==> config.mk <==
export PLATFORM = sky130hd
export DESIGN_NAME = brr_interp
export DESIGN_NICKNAME = d
export VERILOG_FILES = /design/src/rtl/brr_pkg.sv /design/src/rtl/brr_interp.sv
export SDC_FILE = /design/constraint.sdc
export NUM_CORES = 2
export LEC_CHECK = 0
export BUFFER_PORTS_ARGS = -buffer_cell sky130_fd_sc_hd__buf_2
export CAP_MARGIN = 20
export CORE_MARGIN = 1.5
export CORE_UTILIZATION = 61
export CTS_BUF_LIST = sky130_fd_sc_hd__clkbuf_8
export CTS_CLUSTER_DIAMETER = 100
export DETAILED_ROUTE_END_ITERATION = 16
export PLACE_DENSITY = 0.81
export SYNTH_ARGS = -nofsm -noshare
export SYNTH_HDL_FRONTEND = slang
export SYNTH_SLANG_ARGS = --single-unit
==> constraint.sdc <==
create_clock -name aclk -period 6.65 [get_ports aclk]
set_input_delay 0.3325 -clock aclk [delete_from_list [all_inputs] [get_ports aclk]]
set_output_delay 0.3325 -clock aclk [all_outputs]
set_load 0.01 [all_outputs]
==> src/rtl/brr_pkg.sv <==
`timescale 1ns / 1ps

package brr_pkg;

    // Width of an internal size value, wide enough for the largest store size.
    localparam int SZ_W = 13;
    localparam int COORD_W = 18;
    localparam int POS_W = 21;
    localparam int PIX_W = 16;
    localparam int WGT_W = 16;

    // Configuration register indexes.
    localparam logic REG_IMAGE_WIDTH = 1'b0;
    localparam logic REG_IMAGE_HEIGHT = 1'b1;

    // Request kinds carried on tuser.
    localparam logic FUNC_WRITE = 1'b0;
    localparam logic FUNC_SAMPLE = 1'b1;

    // Neighbor selection and fractions for one channel of one sample.
    typedef struct packed {
        logic       x0p;
        logic       x1p;
        logic       y0p;
        logic       y1p;
        logic [7:0] fx;
        logic [7:0] fy;
    } tap_t;

    // A zero size counts as one, a size above the store counts as the store size.
    function automatic logic [SZ_W-1:0] clamp_size(input logic [8:0] v,
                                                   input logic [SZ_W-1:0] maxv);
        logic [SZ_W-1:0] ext;
        ext = SZ_W'(v);
        if (ext == '0) begin
            return SZ_W'(1);
        end else if (ext > maxv) begin
            return maxv;
        end
        return ext;
    endfunction

    // Clamps a coordinate in 1/256 pixel to [0, (size-1)*256].
    function automatic logic [POS_W-1:0] clamp_pos(input logic [COORD_W-1:0] p,
                                                   input logic [SZ_W-1:0] size);
        logic [POS_W-1:0] top;
        logic [POS_W-1:0] pe;
        top = {size - SZ_W'(1), 8'h00};
        pe = POS_W'(p[COORD_W-2:0]);
        if (p[COORD_W-1]) begin
            return '0;
        end else if (pe > top) begin
            return top;
        end
        return pe;
    endfunction

endpackage

==> src/rtl/brr_interp.sv <==
`timescale 1ns / 1ps

module brr_interp (
    input  logic                      aclk,
    input  logic                      en,
    input  brr_pkg::tap_t             tap,
    input  logic [brr_pkg::PIX_W-1:0] rd_data [4],
    output logic [brr_pkg::PIX_W-1:0] result
);

    logic [brr_pkg::PIX_W-1:0] pix_reg [4];
    logic [brr_pkg::WGT_W-1:0] wgt_reg [4];
    logic [31:0]               prod_reg [4];
    logic [brr_pkg::PIX_W-1:0] result_reg;
    logic [brr_pkg::PIX_W-1:0] pix_next [4];
    logic [brr_pkg::WGT_W-1:0] wgt_next [4];
    logic [8:0]                gx, gy;
    logic [33:0]               sum;

    always_comb begin
        gx = 9'd256 - 9'(tap.fx);
        gy = 9'd256 - 9'(tap.fy);
        wgt_next[0] = brr_pkg::WGT_W'((18'(gx) * 18'(gy)) >> 1);
        wgt_next[1] = brr_pkg::WGT_W'((18'(tap.fx) * 18'(gy)) >> 1);
        wgt_next[2] = brr_pkg::WGT_W'((18'(gx) * 18'(tap.fy)) >> 1);
        wgt_next[3] = brr_pkg::WGT_W'((18'(tap.fx) * 18'(tap.fy)) >> 1);
        pix_next[0] = rd_data[{tap.y0p, tap.x0p}];
        pix_next[1] = rd_data[{tap.y0p, tap.x1p}];
        pix_next[2] = rd_data[{tap.y1p, tap.x0p}];
        pix_next[3] = rd_data[{tap.y1p, tap.x1p}];
        sum = 34'(prod_reg[0]) + 34'(prod_reg[1]) + 34'(prod_reg[2])
            + 34'(prod_reg[3]) + 34'd16384;
    end

    always_ff @(posedge aclk) begin
        if (en) begin
            for (int k = 0; k < 4; k++) begin
                pix_reg[k] <= pix_next[k];
                wgt_reg[k] <= wgt_next[k];
                prod_reg[k] <= 32'(pix_reg[k]) * 32'(wgt_reg[k]);
            end
            result_reg <= sum[30:15];
        end
    end

    assign result = result_reg;

endmodule

# [After elaboration in Yosys (flattened, before gate mapping)]
# Memories as Yosys holds them, arrays and structs flattened.
# Cells that the tools add are included.
[totals] in_bits=86 mem_bits_rw=256 n_memories=3 output_inout_bits=16 ff_bits=16
[op_classes] addsub=6 bitwise=4 n_lt_le_gt_ge=4 muxes=14 mul=8
[memory_table] name="prod_reg" words=4 word_bits=32 read_ports=4 rd_clocked_by_memory_dff=0 write_ports=4 line="brr_interp.sv:13" text="logic [31:0] prod_reg [4];"
[memory_table] name="pix_reg" words=4 word_bits=16 read_ports=4 rd_clocked_by_memory_dff=0 write_ports=4 line="brr_interp.sv:11" text="logic [brr_pkg::PIX_W-1:0] pix_reg [4];"
[memory_table] name="wgt_reg" words=4 word_bits=16 read_ports=4 rd_clocked_by_memory_dff=0 write_ports=4 line="brr_interp.sv:12" text="logic [brr_pkg::WGT_W-1:0] wgt_reg [4];"
[ops] operator="16-bit binary-select mux with 2-bit select" count=4
[ops] operator="16-bit by 16-bit multiplier with 32-bit output" count=4
[ops] operator="16-bit two-way mux" count=8
[ops] operator="31-bit adder" count=3
[ops] operator="31-bit by 15-bit adder with 31-bit output, second input constant" count=1
[ops] operator="9-bit by 8-bit subtractor with 9-bit output, first input constant" count=2
[ops] operator="8-bit by 9-bit multiplier with 17-bit output" count=1
[ops] operator="9-bit by 8-bit multiplier with 17-bit output" count=1
[ops] operator="9-bit by 9-bit multiplier with 17-bit output" count=1
[ops] operator="8-bit by 8-bit multiplier with 16-bit output" count=1
[ops] operator="3-bit greater-or-equal comparator, second input constant" count=4
[ops] operator="2-bit inverter with 3-bit output" count=4
[ops] operator="1-bit two-way mux" count=2

# [Logic depth before layout (Yosys ltp)]
# An unclocked memory read counts as a cell.
[depth] word_depth=5 ltp_mapped=24 mapped_depth_nobuf=24

# [Worst setup path before layout]
# OpenSTA, ideal clock, no wires.
[synth_timing] path_kind="register -> register" startpoint="mem wgt_reg[2][7] (netlist bit)" endpoint="mem prod_reg[2][30] (data pin)" t_arrival_ns=5.890 t_required_ns=6.390 period_less_slack_ns=6.150 slack_ns=0.500 stages_incl_launch_ff=24 path_cell_list="edfxtp_1 > clkbuf_1 > nand2_1 > fa_1 > inv_1 > fa_1 > inv_1 > fa_1 > inv_1 > fa_1 > fa_1 > inv_1 > fa_1 > inv_1 > ha_1 > and3_1 > a21oi_1 > o21ai_0 > a221oi_1 > a21boi_0 > a41oi_1 > o41ai_1 > a21oi_1 > xnor2_1"
[synth_rtl] item="start, declared" line="brr_interp.sv:12"
[synth_rtl] item="end, declared" line="brr_interp.sv:13"

==> summary.md <==
| Metric | Value |
|---|---|
| Final hold vios | 0 |
| Worst-path maximum fanout | 7 |
| Setup WS post-layout | 136.0 ps |
| Ys flop type | edfxtp_1 |
| H-tree level count | 2 |
| Clock-pin slew on the worst setup and hold paths | 70 ps |
| CP Capture Type | flop |
| Count of final setup violators | 0 |
| Dpl ws | 5.715 ps |
| Wire per inst | 20.40 um |
| Final Wtd Congestion | 0.9706 |
| Cell taking the most area after synthesis | fa_1 |
| Mapped Nets | 7222 |
| Count of unique library cells instantiated by Yosys | 64 |
| Worst slew pin tran | 1035 ps |
| Die footprint | 90230 um^2 |
| Max_slew headroom | 31.03% |
| Filler instances | 6600 |
| Final period utilization | 97.96% |
| TritonRoute pass-1 iters | 6 |
| Grt ovf | 0 |
| CTS tree | yes |
| Yosys reg bits | 267 |
| Register area | 8018 um^2 |
| Max FFs per register | 124 |
| Crit-path cells | and2_1, fa_1, inv_1, fa_1, fa_1, inv_1, fa_1, fa_1, inv_1, fa_1, inv_1, ha_1, or2_2, a21oi_1, o21ai_1, a31oi_1, buf_4, o21ai_0, a41oi_1, nor2b_1, xnor2_1 |
| Critical Path Most Common Cell | fa_1 |
| CTS sink count | 267 |
| Synth-to-layout area growth | 8.319% |
| F_max | 0.1535 GHz |
| Crit path largest cell delay | 620 ps |
| Placement Cell Area | 56470 um^2 |
| Hpwl dp | 115900 um |
| Setup_tns | 0 ps |
| Longest Clk Path Bufs | 3 |
| Die width | 300.4 um |
| Synth Cell Area | 53950 um^2 |
| Share of layout cells above drive strength 1 | 8.614% |
| Initial Util | 61.90% |
| Arrival @ worst endpoint | 6900 ps |
| IO Port Bufs | 101 |
| Final #Nets | 7431 |
| Remaining antenna violation count | 0 |
| Core Rows | 108 |
| Boundary Pins | 102 |
| Number of synthesized flops with an enable pin | 267 |
| Worst skew pair latency | 690 ps |
| Multi-input logic area | 40760 um^2 |
| Post-synthesis async set-or-reset flop share | 0% |
| Tmin final | 6514 ps |
| Core ar. | 87160 um^2 |
| Sequential share of the synthesized area | 14.86% |
| Setup crit start kind | flop |
| Max Transition Viols Final | 0 |
| Synth Instances | 5535 |
| CP max-delay cell | edfxtp_1 |
| Top-area cell type share of the netlist area | 36.63% |
| Reg2reg setup slack | 140 ps |
| Critical path type | reg2reg |
| Top cells by area, synth | fa_1 (37%), edfxtp_1 (15%), ha_1 (14%), inv_1 (8.3%), and2_1 (6.8%) |
| Tightest Hold Check Type | in2reg |
| Mean number of vias per cell | 5.683 |
| Starting DRT DRC Count | 3144 |
| Tot GR Track Use | 32.43% |
| Syn_area_per_cell | 9.747 um^2 |
| Die Y | 300.4 um |
| First-pass GRT wire length | 225200 um |
| Routed vias | 39450 |
| Status | completed |
| Largest net degree at the start of global routing | 155 |
| Hold WS | 76.15 ps |
| Clock skew | 70.97 ps |
| Number of synthesis warnings | 0 |
| CTS root buffer | clkbuf_8 |
| CTS buffer count | 49 |
| Vias in the first global route | 41720 |
| Final WL | 141600 um |
| Drc violations | 0 |
| Req. time, crit path | 7030 ps |
| Final Cell Area | 58440 um^2 |
| Number of max-cap violations | 0 |
| Initial antenna violation count | 19 |
-- cells in the mapped netlist (3+ instances only) --
library cell  count
a31oi_1          12
nor4_1            7
a41oi_1           4
a21oi_1         150
and3_1           11
edfxtp_1        267
mux4_2           32
nor3_1           31
o31ai_1           8
nand3_1          17
ha_1            614
mux2_2           16
or3_1             6
xnor2_1         142
o21ai_0          74
inv_1          1187
a211oi_1         11
o21bai_1         20
o41ai_1           6
nor2b_1          23
o211ai_1         10
fa_1            987
xor2_1           48
nand2b_1         12
o31a_1            5
and4_1            3
nand4_1          16
nor2_1          130
nand3b_1          5
o21a_1           20
clkbuf_1        185
o22a_1            4
o221ai_1          3
buf_1            12
and2_1          585
nand2_1         733
a21boi_0         13
a21o_1           66
nand4b_1          4
or2_2             6
mux2i_1          18
-- final cells by class --
type,count,area share (%)
Tap cell,1155,2.473
Multi-Input combinational cell,3884,69.75
Antenna cell,6,0.02569
Timing Repair Buffer,355,4.462
Clock buffer,49,1.154
Clock inverter,39,0.7879
Sequential cell,267,13.72
Inverter,1187,7.625
-- cells by family (layout without fill, tap and decap cells) --
group,after synthesis,after routing,synth area share [%]
buffers and inverters,1384,1630,9.630
DFF,267,267,14.86
and+or+nand+nor,1598,1598,14.50
AOI/OAI and AO/OA,429,429,5.056
muxes,66,66,2.004
adders and majority gates,1601,1601,50.87
xor gates and xnor gates,190,190,3.085
other,0,6,0
-- repair_timing --
| item | in CTS | in global routing |
|---|---|---|
| buffers inserted | 6 | 77 |
| resized for setup | 0 | 6 |
| setup endpoints to repair | 3 | 20 |
| cloned | 0 | 0 |
| hold buffers | 0 | 0 |
-- layout by cell type, fill, tap and decap left out, drive strengths merged, types with 12 or more instances in the layout --
master / n
ha: 614
o21bai: 20
o21ai: 76
inv: 1196
nor3: 31
clkinv: 15
edfxtp: 267
and2: 585
a31oi: 12
nand2b: 12
a21o: 66
clkbuf: 49
nor2b: 23
nand2: 733
mux4: 32
fa: 987
buf: 355
xnor2: 142
mux2: 16
nand4: 16
xor2: 48
o21a: 20
a21oi: 150
a21boi: 13
mux2i: 18
nor2: 130
nand3: 17
-- layer usage --
metal  wire length (um)  vias up  global-route usage [%]
met5                139        -                       0
met4               5352       20                   11.60
met1              53970    19890                   42.07
met3              15830      354                   8.860
li1                   -    17450                       -
met2              66330     1743                   52.46
-- critical path, delay by kind of cell, from the launching register on --
kind                     cells  cell delay, ps
AO/OA/AOI/OAI                5            1020
flip-flops                   1             620
XOR/XNOR                     1             100
buffers and inverters        5             400
adder cells (fa/ha/maj)      7            3300
AND/OR/NAND/NOR              3             800
-- metrics by stage --
step           instances  utilization, %
2_1_floorplan       5535               -
3_3_place_gp        6765           64.78
3_5_place_dp        6765           64.78
4_1_cts             6859           66.15
5_1_grt             6937           67.03
6_report            6942           67.05
-- worst paths after layout --
| path | from | end | cells past startpoint |
|---|---|---|---|
| min reg2reg | wgt_reg[2][1] | prod_reg[2][1] | 3 |
| max | pix_reg[0][13] | prod_reg[0][28] | 21 |
| min | rd_data[51] | pix_reg[3][3] | 2 |
| max reg2reg | pix_reg[0][13] | prod_reg[0][28] | 21 |
Power is left out: the tool's default activity adds up to more than one toggle a clock period on the data nets, which glitch-free logic cannot reach.
