<file path="src/rtl/brr_pkg.sv">
`timescale 1ns / 1ps

package brr_pkg;

    // Width of an internal size value, wide enough for the largest store size.
    localparam int SZ_W = 13;
    localparam int COORD_W = 18;
    localparam int POS_W = 21;
    localparam int PIX_W = 16;
    localparam int WGT_W = 16;

    // Configuration register indexes.
    localparam logic REG_IMAGE_WIDTH = 1'b0;
    localparam logic REG_IMAGE_HEIGHT = 1'b1;

    // Request kinds carried on tuser.
    localparam logic FUNC_WRITE = 1'b0;
    localparam logic FUNC_SAMPLE = 1'b1;

    // Neighbor selection and fractions for one channel of one sample.
    typedef struct packed {
        logic       x0p;
        logic       x1p;
        logic       y0p;
        logic       y1p;
        logic [7:0] fx;
        logic [7:0] fy;
    } tap_t;

    // A zero size counts as one, a size above the store counts as the store size.
    function automatic logic [SZ_W-1:0] clamp_size(input logic [8:0] v,
                                                   input logic [SZ_W-1:0] maxv);
        logic [SZ_W-1:0] ext;
        ext = SZ_W'(v);
        if (ext == '0) begin
            return SZ_W'(1);
        end else if (ext > maxv) begin
            return maxv;
        end
        return ext;
    endfunction

    // Clamps a coordinate in 1/256 pixel to [0, (size-1)*256].
    function automatic logic [POS_W-1:0] clamp_pos(input logic [COORD_W-1:0] p,
                                                   input logic [SZ_W-1:0] size);
        logic [POS_W-1:0] top;
        logic [POS_W-1:0] pe;
        top = {size - SZ_W'(1), 8'h00};
        pe = POS_W'(p[COORD_W-2:0]);
        if (p[COORD_W-1]) begin
            return '0;
        end else if (pe > top) begin
            return top;
        end
        return pe;
    endfunction

endpackage

</file>
<file path="src/rtl/brr_addr.sv">
`timescale 1ns / 1ps

module brr_addr #(
    parameter int MAX_WIDTH = 256,
    parameter int MAX_HEIGHT = 256,
    parameter int XH = 7,
    parameter int YH = 7
) (
    input  logic [brr_pkg::COORD_W-1:0] pos_x,
    input  logic [brr_pkg::COORD_W-1:0] pos_y,
    input  logic [brr_pkg::SZ_W-1:0]    size_w,
    input  logic [brr_pkg::SZ_W-1:0]    size_h,
    output logic [XH+YH-1:0]            rd_addr [4],
    output brr_pkg::tap_t               tap
);

    localparam int XW = $clog2(MAX_WIDTH);
    localparam int YW = $clog2(MAX_HEIGHT);

    logic [brr_pkg::POS_W-1:0] cx, cy;
    logic [XW-1:0] x0, x1;
    logic [YW-1:0] y0, y1;
    logic          x_step, y_step;
    logic [XH-1:0] col_half [2];
    logic [YH-1:0] row_half [2];

    always_comb begin
        cx = brr_pkg::clamp_pos(pos_x, size_w);
        cy = brr_pkg::clamp_pos(pos_y, size_h);
        x_step = (cx[brr_pkg::POS_W-1:8] + brr_pkg::SZ_W'(1)) < size_w;
        y_step = (cy[brr_pkg::POS_W-1:8] + brr_pkg::SZ_W'(1)) < size_h;
        x0 = XW'(cx[brr_pkg::POS_W-1:8]);
        y0 = YW'(cy[brr_pkg::POS_W-1:8]);
        x1 = x0 + XW'(x_step);
        y1 = y0 + YW'(y_step);
        // Each parity bank holds exactly one of the two columns (rows) needed.
        for (int b = 0; b < 2; b++) begin
            col_half[b] = (x0[0] == b[0]) ? XH'(x0 >> 1) : XH'(x1 >> 1);
            row_half[b] = (y0[0] == b[0]) ? YH'(y0 >> 1) : YH'(y1 >> 1);
        end
        for (int k = 0; k < 4; k++) begin
            rd_addr[k] = {row_half[k / 2], col_half[k % 2]};
        end
        tap.x0p = x0[0];
        tap.x1p = x1[0];
        tap.y0p = y0[0];
        tap.y1p = y1[0];
        tap.fx = cx[7:0];
        tap.fy = cy[7:0];
    end

endmodule

</file>
<file path="config.mk">
export PLATFORM = sky130hd
export DESIGN_NAME = brr_addr
export DESIGN_NICKNAME = d
export VERILOG_FILES = /design/src/rtl/brr_pkg.sv /design/src/rtl/brr_addr.sv
export SDC_FILE = /design/constraint.sdc
export NUM_CORES = 1
export LEC_CHECK = 0
export BUFFER_PORTS_ARGS = -buffer_cell sky130_fd_sc_hd__buf_2
export CORE_MARGIN = 5
export CORE_UTILIZATION = 53
export DETAILED_ROUTE_END_ITERATION = 12
export PLACE_DENSITY_LB_ADDON = 0.15
export SLEW_MARGIN = 20
export SYNTH_ARGS = -nofsm -noshare
export SYNTH_HDL_FRONTEND = slang
export SYNTH_SLANG_ARGS = --single-unit
export TNS_END_PERCENT = 100
</file>
<file path="constraint.sdc">
create_clock -name vclk -period 10.2
set_clock_uncertainty 0.1 [all_clocks]
set_input_delay 0.51 -clock vclk [all_inputs]
set_output_delay 0.51 -clock vclk [all_outputs]
set_load 0.05 [all_outputs]
</file>
=== After elaboration in Yosys (flattened, before gate mapping) ===
Cells that the tools add are included.

* $add $sub $neg: 6
* Order comparisons: 4
* Mux-type cells: 14

{| class="wikitable"
|+ Operators by type and width
! cell !! count
|-
| 21-bit two-way mux || 6
|-
| 17-bit by 21-bit > comparator with 1-bit output || 2
|-
| 7-bit two-way mux || 4
|-
| 13-bit by 1-bit adder with 13-bit output, second input constant || 2
|-
| 13-bit < comparator || 2
|-
| 13-bit by 1-bit subtractor with 13-bit output, second input constant || 2
|-
| 8-bit by 1-bit adder with 8-bit output || 2
|-
| 1-bit two-way mux || 4
|}

* Flip-flop bits (word level): 0
* Bits of input ports: 62
* Output and inout port bits: 76
* Logic and storage cells: 24

=== Logic depth before layout (Yosys ltp) ===
Gate-level depths: netlist of run 1.

* Depth in word-level cells: 9
* Depth in mapped cells: 38
* Mapped depth without buffers: 34

=== Worst setup path after synthesis of run 1 ===
Ideal clock, no wire load.

* Path type: in2out
* Start: input size_w[0] (netlist name)
* End: output rd_addr[31] (netlist name)
* Arrival: 8.346 ns
* Data required time: 9.590 ns
* Slack: 1.244 ns
* Cell stages on the path: 33
* Path buffers: 3
* Cells stage by stage: clkbuf_2 -> inv_1 -> ha_1 -> nor3b_1 -> xnor2_1 -> inv_1 -> ha_1 -> nand4_1 -> nor2_1 -> a211oi_1 -> o21a_1 -> nor3_2 -> buf_6 -> o21ai_1 -> nor2_1 -> ha_1 -> and3_1 -> nand2_1 -> or4_1 -> a21oi_1 -> xor2_1 -> ha_1 -> a21oi_1 -> o21ai_0 -> a21oi_1 -> ha_1 -> ha_1 -> nand3_1 -> nor2_1 -> xor2_1 -> nor2_1 -> a211oi_1 -> buf_4

{| class="wikitable"
|+ RTL lines
! what !! RTL line !! text
|-
| start, declared || brr_addr.sv:11 || <nowiki>input logic [brr_pkg::SZ_W-1:0] size_w,</nowiki>
|-
| end, declared || brr_addr.sv:13 || <nowiki>output logic [XH+YH-1:0] rd_addr [4],</nowiki>
|}

==> results.sh, run 1 <==
export IMPL_status="finished clean"
export IMPL_timing_critical_path_mode_cell="sky130_fd_sc_hd__ha_1"
export IMPL_core_area_mm2=0.006756
export IMPL_placement_cell_area_mm2=0.004138
export IMPL_via_per_inst=5.944
export IMPL_hpwl_mm=9.575
export IMPL_max_clock_freq_ghz=0.1203
export IMPL_post_route_setup_tns_ns=0
export IMPL_ff_latch_count=0
export IMPL_design_portCount=138
export IMPL_place_ws_ns=1.970
export IMPL_synthDominantCellAreaShare_pct=17.17
export IMPL_nClkBuffers=0
export IMPL_number_of_global_route_vias_before_repair=3689
export IMPL_ant_nets=0
export IMPL_layout_min_cycle_time_ns=8.313
export IMPL_yosysWarningCount=0
export IMPL_cpMaxStageDelayCell="sky130_fd_sc_hd__or4_1"
export IMPL_overflow=0
export IMPL_placement_rows=30
export IMPL_timing_slew_headroom_pct=49.05
export IMPL_final_area_mm2=0.004138
export IMPL_timing_worst_setup_path_type="in -> out"
export IMPL_worst_pin_slew_ns=0.7588
export IMPL_seq_area_frac_synth_pct=0
export IMPL_multiInputGateArea_mm2=0.003178
export IMPL_timing_final_crit_share_pct=81.50
export IMPL_synthesis_instances=516
export IMPL_setup_viol_count_final=0
export IMPL_post_cts_hold_buffer_count=0
export IMPL_num_nets_final=726
export IMPL_synth_top_cells_by_area="sky130_fd_sc_hd__ha_1, sky130_fd_sc_hd__xnor2_1, sky130_fd_sc_hd__buf_4"
export IMPL_post_cts_setup_buffers=0
export IMPL_floorplan_die_height_um=92.91
export IMPL_grt_first_pass_wirelength_mm=17.84
export IMPL_maxCapViolations=0
export IMPL_dr_total_vias=4113
export IMPL_synth_area_mm2=0.003643
export IMPL_die_area_mm2=0.008632
export IMPL_regArea_um2=0
export IMPL_worst_ir_drop_vdd_mv=0.03012
export IMPL_detailed_router_iteration_count_before_antenna_repair=5
export IMPL_grt_antenna_before_repair=0
export IMPL_detailedRoute_firstIterationViolations=312
export IMPL_cts_resized=0
export IMPL_yosysTopAreaCell="sky130_fd_sc_hd__ha_1"
export IMPL_syn_avg_cell_area_um2=7.061
export IMPL_routed_wirelength_mm=11.26
export IMPL_grt_use_total_pct=24.67
export IMPL_post_route_worst_setup_slack_ns=1.887
export IMPL_hold_viol=0
export IMPL_drc_errors=0
export IMPL_drive_gt1_share_pct=27.94
export IMPL_rsz_0062_raised_after_global_routing="no"
export IMPL_wl_per_cell_um=16.27
export IMPL_diodes_inserted=0
export IMPL_numPortBuffers=138
export IMPL_start_kind="input port"
export IMPL_hold_path_depth=3
export IMPL_critical_path_peak_fanout=39
export IMPL_worst_path_largest_cell_delay_ns=0.50
export IMPL_fin_worst_hold_slack_ns=1.344
export IMPL_initial_core_utilization_pct=53.93
export IMPL_die_w_um=92.91
export IMPL_yosysUniqueCellTypes=71
export IMPL_cellPowerDensity_mw_per_mm2=58.22
export IMPL_area_delta_synth_final_pct=13.56
export IMPL_crit_path_end_kind="output pin"
export IMPL_critical_path_arrival_ns=7.70
export IMPL_nFillCells=658
export IMPL_critical_path_required_ns=9.59
export IMPL_totalPowerFinal_w=0.0002409
export IMPL_leakage_nw=2.126
export IMPL_min_path_type="in -> out"
export IMPL_grt_start_max_net_pins=40
export IMPL_gp_routability_congestion=0.9525
export IMPL_maxSlewViolCount=0
## where the power goes
group / switching [W] / internal, W / leakage (nW)
registers: 0 / 0 / 0
logic: 0.000171 / 0.0000704 / 2.13
clock network: 0 / 0 / 0
## synth_stat cells (4+ instances only)
| cell | instances |
|---|---|
| sky130_fd_sc_hd__mux2i_1 | 13 |
| sky130_fd_sc_hd__and3_1 | 6 |
| sky130_fd_sc_hd__nor3_1 | 21 |
| sky130_fd_sc_hd__nand3_1 | 22 |
| sky130_fd_sc_hd__or4_1 | 4 |
| sky130_fd_sc_hd__a21o_1 | 18 |
| sky130_fd_sc_hd__nor4_1 | 5 |
| sky130_fd_sc_hd__ha_1 | 50 |
| sky130_fd_sc_hd__xnor2_1 | 29 |
| sky130_fd_sc_hd__clkbuf_1 | 10 |
| sky130_fd_sc_hd__and4_1 | 4 |
| sky130_fd_sc_hd__buf_4 | 29 |
| sky130_fd_sc_hd__nor2b_1 | 9 |
| sky130_fd_sc_hd__buf_2 | 4 |
| sky130_fd_sc_hd__a21oi_1 | 31 |
| sky130_fd_sc_hd__o31ai_1 | 4 |
| sky130_fd_sc_hd__nand4b_1 | 5 |
| sky130_fd_sc_hd__or3_1 | 4 |
| sky130_fd_sc_hd__inv_1 | 41 |
| sky130_fd_sc_hd__nor2_1 | 40 |
| sky130_fd_sc_hd__a211oi_1 | 7 |
| sky130_fd_sc_hd__and2_1 | 17 |
| sky130_fd_sc_hd__buf_6 | 5 |
| sky130_fd_sc_hd__xor2_1 | 11 |
| sky130_fd_sc_hd__nand2b_1 | 6 |
| sky130_fd_sc_hd__nand2_1 | 22 |
| sky130_fd_sc_hd__nand4_1 | 18 |
| sky130_fd_sc_hd__nor4_2 | 4 |
| sky130_fd_sc_hd__o21ai_0 | 15 |
## stage by stage
step | instances | util, %
after detailed placement | 692 | 61.24
after CTS | 692 | 61.24
final | 692 | 61.24
after floorplan | 521 | -
after global placement | 692 | 61.24
after global routing | 692 | 61.24
## cells in the final DEF, fill, tap and decap left out, types with 5 or more instances in the layout
cell / n
sky130_fd_sc_hd__nor2_1: 40
sky130_fd_sc_hd__nand4b_1: 5
sky130_fd_sc_hd__and2_1: 17
sky130_fd_sc_hd__a21oi_1: 31
sky130_fd_sc_hd__a211oi_1: 7
sky130_fd_sc_hd__mux2i_1: 13
sky130_fd_sc_hd__xor2_1: 11
sky130_fd_sc_hd__nand2_1: 22
sky130_fd_sc_hd__nand4_1: 18
sky130_fd_sc_hd__a21o_1: 18
sky130_fd_sc_hd__and3_1: 6
sky130_fd_sc_hd__xnor2_1: 29
sky130_fd_sc_hd__nor4_1: 5
sky130_fd_sc_hd__nand3_1: 22
sky130_fd_sc_hd__o21ai_0: 15
sky130_fd_sc_hd__inv_1: 41
sky130_fd_sc_hd__conb_1: 6
sky130_fd_sc_hd__nand2b_1: 6
sky130_fd_sc_hd__nor2b_1: 9
sky130_fd_sc_hd__ha_1: 50
sky130_fd_sc_hd__buf_2: 138
sky130_fd_sc_hd__nor3_1: 21
## logic make-up after synthesis
kind of cell             count (synthesis)  synth area share (%)
AND/OR/NAND/NOR                        205                 32.25
adder cells (fa/ha/maj)                 50                 17.17
buffers and inverters                   90                 13.46
other                                    1                0.1029
AO/OA/AOI/OAI                          111                 21.36
XOR/XNOR                                40                 9.615
multiplexers                            19                 6.044
## final timing paths
path	startpoint	end	slack (ns)
setup / recovery	size_w[0]	rd_addr[47]	1.89
hold / removal	pos_x[2]	tap[10]	1.34
## layout make-up
class / instances / share of cell area (%)
Multi-Input combinational cell: 431 / 76.81
Timing Repair Buffer: 140 / 17.05
Inverter: 41 / 3.719
Tap cell: 80 / 2.419
## critical path: cells and delay by family
family / cells / cell delay (ns)
simple gates: 11 / 2.39
fa+ha+maj: 6 / 1.71
buf+inv: 5 / 1.25
compound gates: 7 / 1.05
xor+xnor: 3 / 0.58
mux: 1 / 0.16
## per-layer routing
metal	GRT usage, %	routed length (µm)	part of all wire [%]
met1	36.88	5369	48
met2	40.73	4946	44
met3	1.056	858	7.6
met4	1.465	85	0.76
met5	0	0	0
Note: power is estimated with default switching activity, not from simulation.
==> run 2, diff against run 1 <==
clock period = 8.5 ns   (was 10.2 ns; I/O delays follow)
==> run 2 against run 1 <==
Net effect: count of clock-buffer cells in the layout did not move; non-clock buffer count rose by 3; via count rose by 1.3%; setup slack got worse by 1.3 ns; core utilization rose by 0.80 points; global-route usage rose by 0.99 points; critical path depth rose by 1; final cell count rose by 0.43%; flip-flop and latch count did not move; sequential share of layout area did not move; cell area rose by 1.3%; largest cell class unchanged.
==> results.sh, run 2 (synthesis results as in run 1) <==
export IMPL_placement_cell_area_mm2=0.004175
export IMPL_post_route_setup_tns_ns=0
export IMPL_met3_length_um=892
export IMPL_numPlacedInstances=695
export IMPL_detailed_router_iteration_count_before_antenna_repair=5
export IMPL_crit_path_end_kind="output pin"
export IMPL_grt_first_pass_wirelength_mm=18.73
export IMPL_max_clock_freq_ghz=0.1266
export IMPL_place_ws_ns=0.5384
export IMPL_timing_critical_path_mode_cell="sky130_fd_sc_hd__ha_1"
export IMPL_hold_path_depth=3
export IMPL_post_route_worst_setup_slack_ns=0.6025
export IMPL_via_per_inst=5.996
export IMPL_numPortBuffers=138
export IMPL_setup_viol_count_final=0
export IMPL_top_layer="met4"
export IMPL_sequentialPowerShare_pct=0
export IMPL_diodes_inserted=0
export IMPL_die_w_um=92.91
export IMPL_start_kind="input port"
export IMPL_core_area_mm2=0.006756
export IMPL_num_nets_final=729
export IMPL_drc_errors=0
export IMPL_nClkBuffers=0
export IMPL_dr_total_vias=4167
export IMPL_wirelength_met1_mm=5.357
export IMPL_critical_path_peak_fanout=8
export IMPL_status="finished clean"
export IMPL_worst_ir_drop_vdd_mv=0.03277
export IMPL_drive_gt1_share_pct=29.27
export IMPL_timing_slew_headroom_pct=57.08
export IMPL_power_switching_share_pct=70.54
export IMPL_overflow=0
export IMPL_floorplan_die_height_um=92.91
export IMPL_maxSlewViolCount=0
export IMPL_final_area_mm2=0.004192
export IMPL_detailedRoute_firstIterationViolations=237
export IMPL_initial_core_utilization_pct=53.93
export IMPL_layout_cells_most_common="sky130_fd_sc_hd__buf_2"
export IMPL_layout_min_cycle_time_ns=7.897
export IMPL_maxCapViolations=0
export IMPL_critical_path_required_ns=7.98
export IMPL_net_switching_power_w=0.0002052
export IMPL_cpMaxStageDelayCell="sky130_fd_sc_hd__or4_1"
export IMPL_die_area_mm2=0.008632
export IMPL_grt_use_total_pct=25.67
export IMPL_timing_final_crit_share_pct=92.91
export IMPL_wl_met2_mm=5.046
export IMPL_grt_start_max_net_pins=30
export IMPL_critical_path_arrival_ns=7.37
export IMPL_number_of_global_route_vias_before_repair=3859
export IMPL_regArea_um2=0
export IMPL_timing_worst_setup_path_type="in -> out"
export IMPL_min_path_type="in -> out"
export IMPL_rsz_0062_raised_after_global_routing="no"
export IMPL_ant_nets=0
export IMPL_highest_count_cells_in_the_layout_ignoring_fill_and_taps="sky130_fd_sc_hd__buf_2, sky130_fd_sc_hd__ha_1, sky130_fd_sc_hd__inv_1, sky130_fd_sc_hd__nor2_1, sky130_fd_sc_hd__a21oi_1"
export IMPL_leakage_nw=2.149
export IMPL_nFillCells=664
export IMPL_placement_rows=30
export IMPL_cellPowerDensity_mw_per_mm2=69.40
export IMPL_layout_cells_non_filler=695
export IMPL_multiInputGateArea_mm2=0.003209
export IMPL_power_clock_fraction_pct=0
export IMPL_design_portCount=138
export IMPL_area_delta_synth_final_pct=15.04
export IMPL_routed_wirelength_mm=11.40
export IMPL_combinationalPowerShare_pct=100.0
export IMPL_grt_antenna_before_repair=0
export IMPL_worst_path_largest_cell_delay_ns=0.58
export IMPL_min_to="tap[10]"
export IMPL_hold_viol=0
export IMPL_ff_latch_count=0
export IMPL_hpwl_mm=9.725
export IMPL_gp_routability_congestion=0.9358
export IMPL_worst_pin_slew_ns=0.6392
export IMPL_p_int_w=0.00008570
export IMPL_holdCritStartpoint="pos_x[2]"
export IMPL_wl_per_cell_um=16.40
run 2: worst max-delay path, delay by kind of cell:
kind | cells | cell delay, ns
buffers and inverters | 3 | 0.56
adders and majority gates | 6 | 1.71
AOI/OAI and AO/OA | 7 | 1.20
xor gates and xnor gates | 3 | 0.63
muxes | 1 | 0.15
and+or+nand+nor | 14 | 2.67
run 2: repair_timing:
| item | CTS | global route |
|---|---|---|
| endpoints found under the hold margin | 0 | 0 |
| endpoints found under the setup margin | 0 | 12 |
| hold buffers | 0 | 0 |
| setup buffers | 0 | 0 |
| resized for setup | 0 | 5 |
run 2: layer usage:
layer / vias to the layer above / track usage (%)
li1: 2037 / -
met1: 1909 / 39.35
met2: 209 / 40.79
met3: 12 / 1.300
met4: 0 / 1.954
met5: - / 0
run 2: final cells by class:
type                       instances  share of cell area, %
tap                               80                  2.388
multi-input combinational        431                  76.57
inverter                          41                  3.672
timing repair buffer             143                  17.37
run 2: stage by stage:
step           hold slack [ns]  power (W)  util [%]
4_1_cts                  1.172  0.0002886     61.80
2_1_floorplan            1.035  0.0002250         -
6_report                 1.172  0.0002909     62.04
3_3_place_gp             1.170  0.0002841     61.80
5_1_grt                  1.189  0.0003146     62.04
3_5_place_dp             1.169  0.0002876     61.80
run 2: how the worst max path moves through the flow:
stage,startpoint,end,slack (ns),depth (start not counted)
2_1_floorplan,size_w[0],rd_addr[47],0.1,33
3_3_place_gp,size_w[0],rd_addr[33],0.72,34
3_5_place_dp,size_w[0],rd_addr[5],0.54,34
4_1_cts,size_w[0],rd_addr[5],0.51,34
5_1_grt,size_w[0],rd_addr[5],0.05,35
6_report,size_w[0],rd_addr[5],0.60,34
run 2: power groups by stage:
stage	clock network, W	logic [W]	registers (W)
6_report	0	0.000291	0
4_1_cts	0	0.000289	0
2_1_floorplan	0	0.000225	0
5_1_grt	0	0.000315	0
3_3_place_gp	0	0.000284	0
3_5_place_dp	0	0.000288	0
